### config.mk
export PLATFORM = sky130hd
export DESIGN_NAME = linear_congruence_solver_core
export DESIGN_NICKNAME = d
export VERILOG_FILES = /design/src/hw/rtl/lcs_pkg.sv /design/src/hw/rtl/linear_congruence_solver_core.sv /design/src/hw/rtl/lcs_divider.sv /design/src/hw/rtl/lcs_mac.sv /design/src/hw/rtl/lcs_seq.sv
export SDC_FILE = /design/constraint.sdc
export NUM_CORES = 2
export LEC_CHECK = 0
export BUFFER_PORTS_ARGS = -buffer_cell sky130_fd_sc_hd__clkbuf_2
export CAP_MARGIN = 10
export CORE_ASPECT_RATIO = 0.6
export CORE_MARGIN = 2
export CORE_UTILIZATION = 40
export DETAILED_ROUTE_END_ITERATION = 10
export PLACE_DENSITY = 0.63
export REMOVE_ABC_BUFFERS = 1
export SKIP_CTS_REPAIR_TIMING = 1
export SLEW_MARGIN = 20
export SYNTH_ARGS = -nofsm -noshare
export SYNTH_HDL_FRONTEND = slang
export SYNTH_SLANG_ARGS = --single-unit
### constraint.sdc
create_clock -name clk -period 12.55 [get_ports clk]
set_clock_uncertainty 0.2 [all_clocks]
set_input_delay 0 -clock clk [delete_from_list [all_inputs] [get_ports clk]]
set_output_delay 0 -clock clk [all_outputs]
set_load 0.005 [all_outputs]
### src/hw/rtl/lcs_pkg.sv
// shared types and constants for the linear congruence solver
`timescale 1ns / 1ps

package lcs_pkg;

  // operand and gcd field widths fixed by the interface
  localparam int OpW  = 32;
  localparam int GcdW = 31;

  typedef enum logic [3:0] {
    ST_IDLE,
    ST_EUC_CHK,
    ST_EUC_DIV,
    ST_UPD0,
    ST_UPD1,
    ST_UPD2,
    ST_SOL_CHK,
    ST_B_DIV,
    ST_SCL0,
    ST_SCL1,
    ST_SCL2,
    ST_OUT
  } state_t;

  typedef enum logic [1:0] {
    MAC_U0,
    MAC_U1,
    MAC_X,
    MAC_K
  } mac_op_t;

  typedef struct packed {
    logic    busy;
    logic    load;
    logic    div_start;
    logic    div_b;
    logic    euc_take;
    logic    mac_en;
    mac_op_t mac_op;
    logic    upd_u0;
    logic    upd_u1;
    logic    scale_take;
    logic    take_x;
    logic    take_k;
    logic    no_sol;
    logic    fin;
  } ctrl_t;

  typedef struct packed {
    logic start;
    logic p_zero;
    logic q_zero;
    logic div_done;
    logic rem_zero;
  } stat_t;

endpackage

### src/hw/rtl/linear_congruence_solver_core.sv
// top level: solves a*x = b (mod n) with extended euclid on a shared divider
`timescale 1ns / 1ps
//
// usage
//   an item (coef_a, modulus_n, rhs_b) is taken at a rising edge with start high
//   and busy low. busy then stays high until the result is issued
//   the result sits on has_solution, x_solution, k_solution and gcd_value,
//   marked by done for exactly one cycle; the receiver cannot hold it off and
//   done coincides with busy going low, so the next item may start that cycle
// timing
//   one shared 32-bit restoring divider, one quotient bit per cycle, sets the pace
//   each euclid step is a check, a division in the divider and a coefficient
//   update through the shared multiply-accumulate unit
//   after the last step: scale division and scaling
//   the euclid step count is 0 when a is 0, and at most about 46 for 32-bit operands
//   when a and n are both 0, or the gcd does not divide b, the scaling is skipped
// reset
//   rst is synchronous, active high; it returns the sequencer to idle and
//   drops done. an item in flight is lost
//
module linear_congruence_solver_core #(
  parameter int WIDTH = 32
) (
  input  logic                              clk,
  input  logic                              rst,
  input  logic                              start,
  output logic                              busy,
  input  logic signed [lcs_pkg::OpW-1:0]    coef_a,
  input  logic signed [lcs_pkg::OpW-1:0]    modulus_n,
  input  logic signed [lcs_pkg::OpW-1:0]    rhs_b,
  output logic                              done,
  output logic                              has_solution,
  output logic signed [lcs_pkg::OpW-1:0]    x_solution,
  output logic signed [lcs_pkg::OpW-1:0]    k_solution,
  output logic [lcs_pkg::GcdW-1:0]          gcd_value
);

  // coefficients only matter modulo 2^min(WIDTH, 32)
  localparam int CW = (WIDTH < lcs_pkg::OpW) ? WIDTH : lcs_pkg::OpW;

  lcs_pkg::ctrl_t ctrl;
  lcs_pkg::stat_t stat;

  // operand signs and magnitudes
  logic                    a_neg, n_neg, b_neg;
  logic [lcs_pkg::OpW-1:0] a_mag, n_mag, b_in_mag, b_mag;

  // euclid remainders: q is the running gcd
  logic [lcs_pkg::OpW-1:0] p, q;
  logic [CW-1:0]           qt;

  // product of the step matrices: u is the first column, v the second
  logic [CW-1:0]           u0, u1, v0, v1;
  logic [CW-1:0]           scale;
  logic [CW-1:0]           x_res, k_res;
  logic                    sol_ok;

  // shared unit hookup
  logic                    div_done;
  logic [lcs_pkg::OpW-1:0] div_dividend, div_divisor, div_quo, div_rem;
  logic [CW-1:0]           mac_a, mac_b, mac_c, mac_res;
  logic                    mac_neg;

  assign a_mag    = coef_a[lcs_pkg::OpW-1] ? lcs_pkg::OpW'(-coef_a) : lcs_pkg::OpW'(coef_a);
  assign n_mag    = modulus_n[lcs_pkg::OpW-1] ? lcs_pkg::OpW'(-modulus_n)
                                              : lcs_pkg::OpW'(modulus_n);
  assign b_in_mag = rhs_b[lcs_pkg::OpW-1] ? lcs_pkg::OpW'(-rhs_b) : lcs_pkg::OpW'(rhs_b);

  assign stat.start    = start;
  assign stat.p_zero   = (p == '0);
  assign stat.q_zero   = (q == '0);
  assign stat.div_done = div_done;
  assign stat.rem_zero = (div_rem == '0);

  assign busy = ctrl.busy;

  lcs_seq u_seq (
    .clk  (clk),
    .rst  (rst),
    .stat (stat),
    .ctrl (ctrl)
  );

  // euclid step divides q by p; the closing division takes |b| over the gcd
  assign div_dividend = ctrl.div_b ? b_mag : q;
  assign div_divisor  = ctrl.div_b ? q : p;

  lcs_divider u_div (
    .clk       (clk),
    .rst       (rst),
    .start     (ctrl.div_start),
    .dividend  (div_dividend),
    .divisor   (div_divisor),
    .done      (div_done),
    .quotient  (div_quo),
    .remainder (div_rem)
  );

  // step update is u <- v - qt*u; scaling folds in the signs of a, n and b
  always_comb begin
    mac_a   = qt;
    mac_b   = u0;
    mac_c   = v0;
    mac_neg = 1'b1;
    unique case (ctrl.mac_op)
      lcs_pkg::MAC_U0: begin
        mac_a   = qt;
        mac_b   = u0;
        mac_c   = v0;
        mac_neg = 1'b1;
      end
      lcs_pkg::MAC_U1: begin
        mac_a   = qt;
        mac_b   = u1;
        mac_c   = v1;
        mac_neg = 1'b1;
      end
      lcs_pkg::MAC_X: begin
        mac_a   = v0;
        mac_b   = scale;
        mac_c   = '0;
        mac_neg = b_neg ^ a_neg;
      end
      lcs_pkg::MAC_K: begin
        mac_a   = v1;
        mac_b   = scale;
        mac_c   = '0;
        mac_neg = b_neg ^ n_neg;
      end
      default: begin
        mac_a   = qt;
        mac_b   = u0;
        mac_c   = v0;
        mac_neg = 1'b1;
      end
    endcase
  end

  lcs_mac #(
    .CW (CW)
  ) u_mac (
    .clk    (clk),
    .en     (ctrl.mac_en),
    .mul_a  (mac_a),
    .mul_b  (mac_b),
    .addend (mac_c),
    .negate (mac_neg),
    .result (mac_res)
  );

  // working registers
  always_ff @(posedge clk) begin
    if (ctrl.load) begin
      a_neg  <= coef_a[lcs_pkg::OpW-1];
      n_neg  <= modulus_n[lcs_pkg::OpW-1];
      b_neg  <= rhs_b[lcs_pkg::OpW-1];
      b_mag  <= b_in_mag;
      p      <= a_mag;
      q      <= n_mag;
      u0     <= CW'(1);
      u1     <= '0;
      v0     <= '0;
      v1     <= CW'(1);
      sol_ok <= 1'b1;
    end
    if (ctrl.euc_take) begin
      q  <= p;
      p  <= div_rem;
      qt <= div_quo[CW-1:0];
    end
    if (ctrl.upd_u0) begin
      v0 <= u0;
      u0 <= mac_res;
    end
    if (ctrl.upd_u1) begin
      v1 <= u1;
      u1 <= mac_res;
    end
    if (ctrl.scale_take) scale <= div_quo[CW-1:0];
    if (ctrl.take_x)     x_res <= mac_res;
    if (ctrl.take_k)     k_res <= mac_res;
    if (ctrl.no_sol)     sol_ok <= 1'b0;
  end

  // result strobe
  always_ff @(posedge clk) begin
    if (rst) begin
      done <= 1'b0;
    end else begin
      done <= ctrl.fin;
    end
  end

  // result item, sign-extended from the coefficient width
  always_ff @(posedge clk) begin
    if (ctrl.fin) begin
      has_solution <= sol_ok;
      x_solution   <= sol_ok ? lcs_pkg::OpW'(signed'(x_res)) : '0;
      k_solution   <= sol_ok ? lcs_pkg::OpW'(signed'(k_res)) : '0;
      gcd_value    <= q[lcs_pkg::GcdW-1:0];
    end
  end

endmodule

### src/hw/rtl/lcs_divider.sv
// restoring divider, one quotient bit per cycle
`timescale 1ns / 1ps

module lcs_divider (
  input  logic                         clk,
  input  logic                         rst,
  input  logic                         start,
  input  logic [lcs_pkg::OpW-1:0]      dividend,
  input  logic [lcs_pkg::OpW-1:0]      divisor,
  output logic                         done,
  output logic [lcs_pkg::OpW-1:0]      quotient,
  output logic [lcs_pkg::OpW-1:0]      remainder
);

  localparam int CntW = $clog2(lcs_pkg::OpW);

  logic                    running;
  logic [CntW-1:0]         cnt;
  logic [lcs_pkg::OpW-1:0] dsr;
  logic [lcs_pkg::OpW:0]   shifted;
  logic [lcs_pkg::OpW:0]   diff;
  logic                    qbit;

  // shift in the next dividend bit and try the subtraction
  assign shifted = {remainder, quotient[lcs_pkg::OpW-1]};
  assign diff    = shifted - {1'b0, dsr};
  assign qbit    = (shifted >= {1'b0, dsr});

  always_ff @(posedge clk) begin
    if (rst) begin
      running <= 1'b0;
      done    <= 1'b0;
      cnt     <= '0;
    end else begin
      done <= 1'b0;
      if (start) begin
        running <= 1'b1;
        cnt     <= '0;
      end else if (running) begin
        cnt <= cnt + CntW'(1);
        if (cnt == CntW'(lcs_pkg::OpW - 1)) begin
          running <= 1'b0;
          done    <= 1'b1;
        end
      end
    end
  end

  always_ff @(posedge clk) begin
    if (start) begin
      remainder <= '0;
      quotient  <= dividend;
      dsr       <= divisor;
    end else if (running) begin
      remainder <= qbit ? diff[lcs_pkg::OpW-1:0] : shifted[lcs_pkg::OpW-1:0];
      quotient  <= {quotient[lcs_pkg::OpW-2:0], qbit};
    end
  end

endmodule

### src/hw/rtl/lcs_mac.sv
// shared multiply-accumulate unit, modulo 2^CW, registered result
`timescale 1ns / 1ps

module lcs_mac #(
  parameter int CW = 32
) (
  input  logic          clk,
  input  logic          en,
  input  logic [CW-1:0] mul_a,
  input  logic [CW-1:0] mul_b,
  input  logic [CW-1:0] addend,
  input  logic          negate,
  output logic [CW-1:0] result
);

  logic [2*CW-1:0] prod_full;
  logic [CW-1:0]   prod;

  assign prod_full = (2*CW)'(mul_a) * (2*CW)'(mul_b);
  assign prod      = prod_full[CW-1:0];

  always_ff @(posedge clk) begin
    if (en) begin
      result <= negate ? (addend - prod) : (addend + prod);
    end
  end

endmodule

### src/hw/rtl/lcs_seq.sv
// sequencer for the euclid steps, the scale division and the scaling
`timescale 1ns / 1ps

module lcs_seq (
  input  logic            clk,
  input  logic            rst,
  input  lcs_pkg::stat_t  stat,
  output lcs_pkg::ctrl_t  ctrl
);

  lcs_pkg::state_t state, state_next;

  always_ff @(posedge clk) begin
    if (rst) begin
      state <= lcs_pkg::ST_IDLE;
    end else begin
      state <= state_next;
    end
  end

  always_comb begin
    state_next = state;
    unique case (state)
      lcs_pkg::ST_IDLE: begin
        if (stat.start) state_next = lcs_pkg::ST_EUC_CHK;
      end
      lcs_pkg::ST_EUC_CHK: begin
        state_next = stat.p_zero ? lcs_pkg::ST_SOL_CHK : lcs_pkg::ST_EUC_DIV;
      end
      lcs_pkg::ST_EUC_DIV: begin
        if (stat.div_done) state_next = lcs_pkg::ST_UPD0;
      end
      lcs_pkg::ST_UPD0:    state_next = lcs_pkg::ST_UPD1;
      lcs_pkg::ST_UPD1:    state_next = lcs_pkg::ST_UPD2;
      lcs_pkg::ST_UPD2:    state_next = lcs_pkg::ST_EUC_CHK;
      lcs_pkg::ST_SOL_CHK: begin
        state_next = stat.q_zero ? lcs_pkg::ST_OUT : lcs_pkg::ST_B_DIV;
      end
      lcs_pkg::ST_B_DIV: begin
        if (stat.div_done) begin
          state_next = stat.rem_zero ? lcs_pkg::ST_SCL0 : lcs_pkg::ST_OUT;
        end
      end
      lcs_pkg::ST_SCL0:    state_next = lcs_pkg::ST_SCL1;
      lcs_pkg::ST_SCL1:    state_next = lcs_pkg::ST_SCL2;
      lcs_pkg::ST_SCL2:    state_next = lcs_pkg::ST_OUT;
      lcs_pkg::ST_OUT:     state_next = lcs_pkg::ST_IDLE;
      default:             state_next = lcs_pkg::ST_IDLE;
    endcase
  end

  always_comb begin
    ctrl        = '0;
    ctrl.mac_op = lcs_pkg::MAC_U0;
    ctrl.busy   = (state != lcs_pkg::ST_IDLE);
    unique case (state)
      lcs_pkg::ST_IDLE:    ctrl.load = stat.start;
      lcs_pkg::ST_EUC_CHK: ctrl.div_start = !stat.p_zero;
      lcs_pkg::ST_EUC_DIV: ctrl.euc_take = stat.div_done;
      lcs_pkg::ST_UPD0: begin
        ctrl.mac_en = 1'b1;
        ctrl.mac_op = lcs_pkg::MAC_U0;
      end
      lcs_pkg::ST_UPD1: begin
        ctrl.mac_en = 1'b1;
        ctrl.mac_op = lcs_pkg::MAC_U1;
        ctrl.upd_u0 = 1'b1;
      end
      lcs_pkg::ST_UPD2:    ctrl.upd_u1 = 1'b1;
      lcs_pkg::ST_SOL_CHK: begin
        ctrl.div_b     = 1'b1;
        ctrl.div_start = !stat.q_zero;
        ctrl.no_sol    = stat.q_zero;
      end
      lcs_pkg::ST_B_DIV: begin
        ctrl.scale_take = stat.div_done && stat.rem_zero;
        ctrl.no_sol     = stat.div_done && !stat.rem_zero;
      end
      lcs_pkg::ST_SCL0: begin
        ctrl.mac_en = 1'b1;
        ctrl.mac_op = lcs_pkg::MAC_X;
      end
      lcs_pkg::ST_SCL1: begin
        ctrl.mac_en = 1'b1;
        ctrl.mac_op = lcs_pkg::MAC_K;
        ctrl.take_x = 1'b1;
      end
      lcs_pkg::ST_SCL2:    ctrl.take_k = 1'b1;
      lcs_pkg::ST_OUT:     ctrl.fin = 1'b1;
      default:             ctrl.busy = 1'b0;
    endcase
  end

endmodule

# After elaboration in Yosys (flattened, before gate mapping)
# Index checks and enable logic that the tools add are counted.
[word_totals] output_inout_bits=98 reg_bits=592
[classes] n_lt_le_gt_ge=1 bitwise_logic=3 mux=47 reduce_logical=21 mul=1 add_sub_neg=7 n_eq_ne=18
[ops] operator="$mux W32" count=18
[ops] operator="$pmux W32 S3" count=3
[ops] operator="$logic_not A32 Y1" count=3
[ops] operator="$neg A32 Y32" count=3
[ops] operator="$sub A32 B32 Y32" count=2
[ops] operator="$pmux W4 S11" count=1
[ops] operator="$ge A33 B32 Y1" count=1
[ops] operator="$add A32 B32 Y32" count=1
[ops] operator="$mul A32 B32 Y32" count=1
[ops] operator="$mux W31" count=1
[ops] operator="$eq A4 B3 Y1 const B" count=4
[ops] operator="$eq A4 B4 Y1 const B" count=4
[ops] operator="$mux W4" count=4
[ops] operator="$mux W1" count=14
[ops] operator="$pmux W3 S4" count=1
[ops] operator="$reduce_or A12 Y1" count=1
[ops] operator="$eq A4 B2 Y1 const B" count=2
[ops] operator="$reduce_bool A2 Y1" count=4
[ops] operator="$reduce_or A2 Y1" count=3
[ops] operator="$add A5 B1 Y5 const B" count=1
[ops] operator="$eq A5 B5 Y1 const B" count=1
[ops] operator="$eq A2 B2 Y1 const B" count=2
[ops] operator="$eq A4 B1 Y1 const B" count=1
[ops] operator="$logic_not A4 Y1" count=1
[ops] operator="other kinds (15)" count=21

# Depth between registers and ports, before layout
[logic_depth] ltp_word=8 mapped_depth=46

# By module
# A second synthesis with hierarchy kept.
[unflattened] hier_cells=4280 hier_area_um2=45549.9
[by_module_without_submodules] module="linear_congruence_solver_core" cells_per_inst=1449 seq_area_each_um2=13583.0 area_each_um2=19969.2 n_inst=1
[by_module_without_submodules] module="lcs_mac" cells_per_inst=2181 seq_area_each_um2=960.9 area_each_um2=19125.8 n_inst=1
[by_module_without_submodules] module="lcs_divider" cells_per_inst=576 seq_area_each_um2=2702.6 area_each_um2=5973.2 n_inst=1
[by_module_without_submodules] module="lcs_seq" cells_per_inst=74 seq_area_each_um2=80.1 area_each_um2=481.7 n_inst=1

# Worst setup path after synthesis
# Ideal clock, no wire load.
[synth_path] kind="register to register" start="register u_seq.state[2]" end="register u_mac.result[31] (data pin)" path_stages_with_launch=44 setup_slack_ns=1.828 arrival_time_ns=10.255 path_buffers=7 t_required_ns=12.082 path_cell_list="dfxtp_1 buf_4 or3b_1 buf_2 buf_6 clkbuf_1 clkbuf_1 buf_1 o221ai_1 clkbuf_1 nor2_1 fa_1 inv_1 fa_1 fa_1 inv_1 fa_1 ha_1 [... 8 more ...] nor3b_1 a221oi_1 o21ai_0 o2bb2ai_1 nand3_1 or4_1 o21ai_0 xor2_1 ha_1 a21o_1 a21oi_1 o21ai_0 a2111oi_0 o21ai_0 nand2_1 o21ai_0 o41ai_1 xnor3_1"
[synth_between] elab_chain_cells=8 elab_cells_between_ends=19
[synth_lines] element="start: declaration" line_no="lcs_seq.sv:11" text="lcs_pkg::state_t state, state_next;"
[synth_lines] element="start signal: assignment" line_no="lcs_seq.sv:15" text="state <= lcs_pkg::ST_IDLE;"
[synth_lines] element="start signal: assignment" line_no="lcs_seq.sv:17" text="state <= state_next;"
[synth_lines] element="$eq A4 B4 Y1 (tied with other cells)" line_no="lcs_seq.sv:56" text="unique case (state)"
[synth_lines] element="$pmux W3 S4 *" line_no="lcs_seq.sv:56"
[synth_lines] element="$eq A2 B1 Y1 (tied with other cells)" line_no="linear_congruence_solver_core.sv:105" text="unique case (ctrl.mac_op)"
[synth_lines] element="$reduce_or A2 Y1 (no source line)"
[synth_lines] element="$pmux W32 S3" line_no="linear_congruence_solver_core.sv:105"
[synth_lines] element="$mul A32 B32 Y32" line_no="lcs_mac.sv:19" text="assign prod_full = (2*CW)'(mul_a) * (2*CW)'(mul_b);"
[synth_lines] element="$add A32 B32 Y32 or $sub A32 B32 Y32 (tied branches)" line_no="lcs_mac.sv:24" text="result <= negate ? (addend - prod) : (addend + prod);"
[synth_lines] element="$mux W32 *" line_no="lcs_mac.sv:24"
[synth_lines] element="end signal: assignment" line_no="lcs_mac.sv:24"
[synth_lines] element="end: declaration" line_no="lcs_mac.sv:13" text="output logic [CW-1:0] result"
# Every way passes the cells marked *; elsewhere a longest branch is shown, timed or not.
# A chain may end at the register's enable or synchronous reset.

# Worst setup path after layout
# Same ends and word-level chain as after synthesis.

==> results.cfg <==
[global_route]
busiest_layer = met1
antenna_found_initial = 7
grt_use_met1_pct = 39.1
grt_pass1_wl_um = 212000
grt_use_met3_pct = 11.5
track_usage_pct = 25.5
grt_max_degree = 89
grtUsageMet2_pct = 32.3
grt_pass1_vias = 31800
grt_overflow = 0

[clocking]
root_buffer = clkbuf_16
cts_buffers = 54
clock_sinks = 592
cts_tree = yes
clkSlewWorstSetupHoldPaths_ns = 0.07
clockBufferDepth = 3
cts_max_level = 2
clk_latency_ns = 0.67

[hold_path]
min_path_cells = 3
hp-class = primary input to flip-flop

[worst_setup_path]
crit_path_frequent_cell = ha_1
critPathLaunchType = flip-flop
arrival_ns = 12.14
slowest_stage = o221a_2
cpPeakStageDelay_ns = 0.65
crit_path_end_kind = flip-flop
critPathKind = flip-flop to flip-flop
crit_path_max_fanout = 46
cp_data_required_time_ns = 12.74
reg2regPathDepth = 35

[placed_design]
dpl_worst_slack_ns = 0.160
postPlaceCellArea_sq_um = 47400
placed_cells = 5820
place.gp.congestion = 0.998
dp_hpwl_um = 112000
io_buffers = 196

[yosys]
synth_simple_gate_area_share_pct = 14.5
ys.flop_type = edfxtp_1
syn_area_sq_um = 44400
synth_cell_types = 86
netlist_top_cells_area = edfxtp_1 37%, fa_1 18%, ha_1 5.4%, inv_1 4.1%, nand2_1 3.9%
synth_top_family_by_area = adder cells
synth_compound_area_share_pct = 9.33
synth_xor_area_share_pct = 4.97
yosysWarnings = 0
synth_top_area_cell = edfxtp_1
yosysTopAreaCellShare_pct = 37.0
synthMuxAreaShare_pct = 2.49
synth_edf_count = 547
syn_avg_cell_area_sq_um = 10.5
synth_fa_ha_area_share_pct = 23.9
ys_seq_elements = 592
synthCells = 4221
ys_seq_area_share_pct = 39.0
synth-async-reset-ratio_pct = 0

[layout]
final_layout_size_suffix_gt1_share_pct = 10.6
final_common_cell = edfxtp_1
diodes = 0
final_cell_mix = 547 x edfxtp_1, 487 x inv_1, 459 x nand2_1
area.growth.synth_to_final_pct = 14.5
final_cell_area_sq_um = 50800
multi_input_area_sq_um = 24700
final_cells = 6086
fin_nets = 5254
final.fill_count = 10300
seq_area_sq_um = 17300

[route]
vias = 33700
drt.antenna.violating_nets = 0
firstDrtPassIters = 5
drcViolationCount = 0
wl_per_cell_um = 24.1
initialDrtViolationCount = 4428
via_per_inst = 5.53
wl_um = 147000

[outcome]
status = completed

[die]
die-height_um = 262
die_area_sq_um = 114000
die-width_um = 434
fp-row-count = 94
initial_core_util_pct = 40.4
ios = 197
core_area_sq_um = 110000

[sta]
setup_viol = 0
grt_setup_unrepaired = false
drv_slew = 0
period_minus_slack_ns = 11.95
hold_slack_ns = 0.0339
hold_viol_final = 0
worst_pin_slew_ns = 1.23
fin_crit_sh_pct = 95.2
fin_ws_ns = 0.599
timing.fmax_mhz = 83.7
relSlewSlack_pct = 18.3

[job]
maxCapViolCount = 0
-- worst max-delay path, delay by kind of cell (launching register included) --
kind                       cells  cell delay [ns]
adders and majority gates     10             3.68
AOI/OAI and AO/OA             10             3.10
and+or+nand+nor                8             2.82
xor gates and xnor gates       3             0.88
DFF                            1             0.60
buffers and inverters          4             0.35
-- final cells by class --
cell class	count	area share, %
timing repair buffer	457	6.62
clock inverter	22	0.512
inverter	488	3.61
clock buffer	79	2.94
tap	1488	3.66
sequential	592	34.1
multi-input combinational	2960	48.6
-- metal layers --
metal  routed length [um]  vias to the layer above
met1                66300                    16700
met4                 2900                        8
met5                   39                        -
met2                54900                     1846
li1                     -                    14900
met3                22400                      198
-- state kept, by name (all words and copies together), names as in the netlist, 31 cells and up --
signal	flops
scale	32
u_div.quotient	32
u_div.dsr	32
k_solution	32
gcd_value	31
u_mac.result	32
p	32
x_res	32
v1	32
v0	32
b_mag	32
u_div.remainder	32
u0	32
x_solution	32
u1	32
qt	32
q	32
k_res	32
-- synthesized netlist by cell type (all sizes together) (35+ instances only) --
cell type,n
nor4,39
buf,36
and2,211
edfxtp,547
a21o,46
xor2,99
mux2i,72
clkbuf,146
nand2b,53
a21oi,136
nand2,462
nor2,446
dfxtp,45
ha,192
o21ai,173
fa,410
xnor2,145
inv,488
nor3,35
-- cell families after synthesis --
logic type / after synthesis
AND/OR/NAND/NOR: 1386
adder cells (fa/ha/maj): 602
buffers and inverters: 670
flip-flops: 592
AO/OA/AOI/OAI: 618
XOR/XNOR: 247
multiplexers: 106
-- per-stage QoR --
stage	TNS, ns	utilization (%)
after floorplan	-13.08	-
after global placement	0	43.1
after detailed placement	0	43.1
after CTS	0	44.7
after global routing	0	46.3
final	0	46.3
-- final timing paths --
kind	startpoint	end	slack (ns)
setup reg to reg	u_seq.state[2]$_SDFFE_PP0P_	u_mac.result[31]$_DFFE_PN_	0.60
setup / recovery	u_seq.state[2]$_SDFFE_PP0P_	u_mac.result[31]$_DFFE_PN_	0.60
hold reg to reg	u_div.quotient[26]$_DFFE_PP_	qt[26]$_DFFE_PP_	0.28
hold / removal	rst	u_div.running$_SDFF_PP0_	0.03
Power is not shown: default switching activity piles up to over one toggle a cycle in this logic, so the estimate is an artifact.
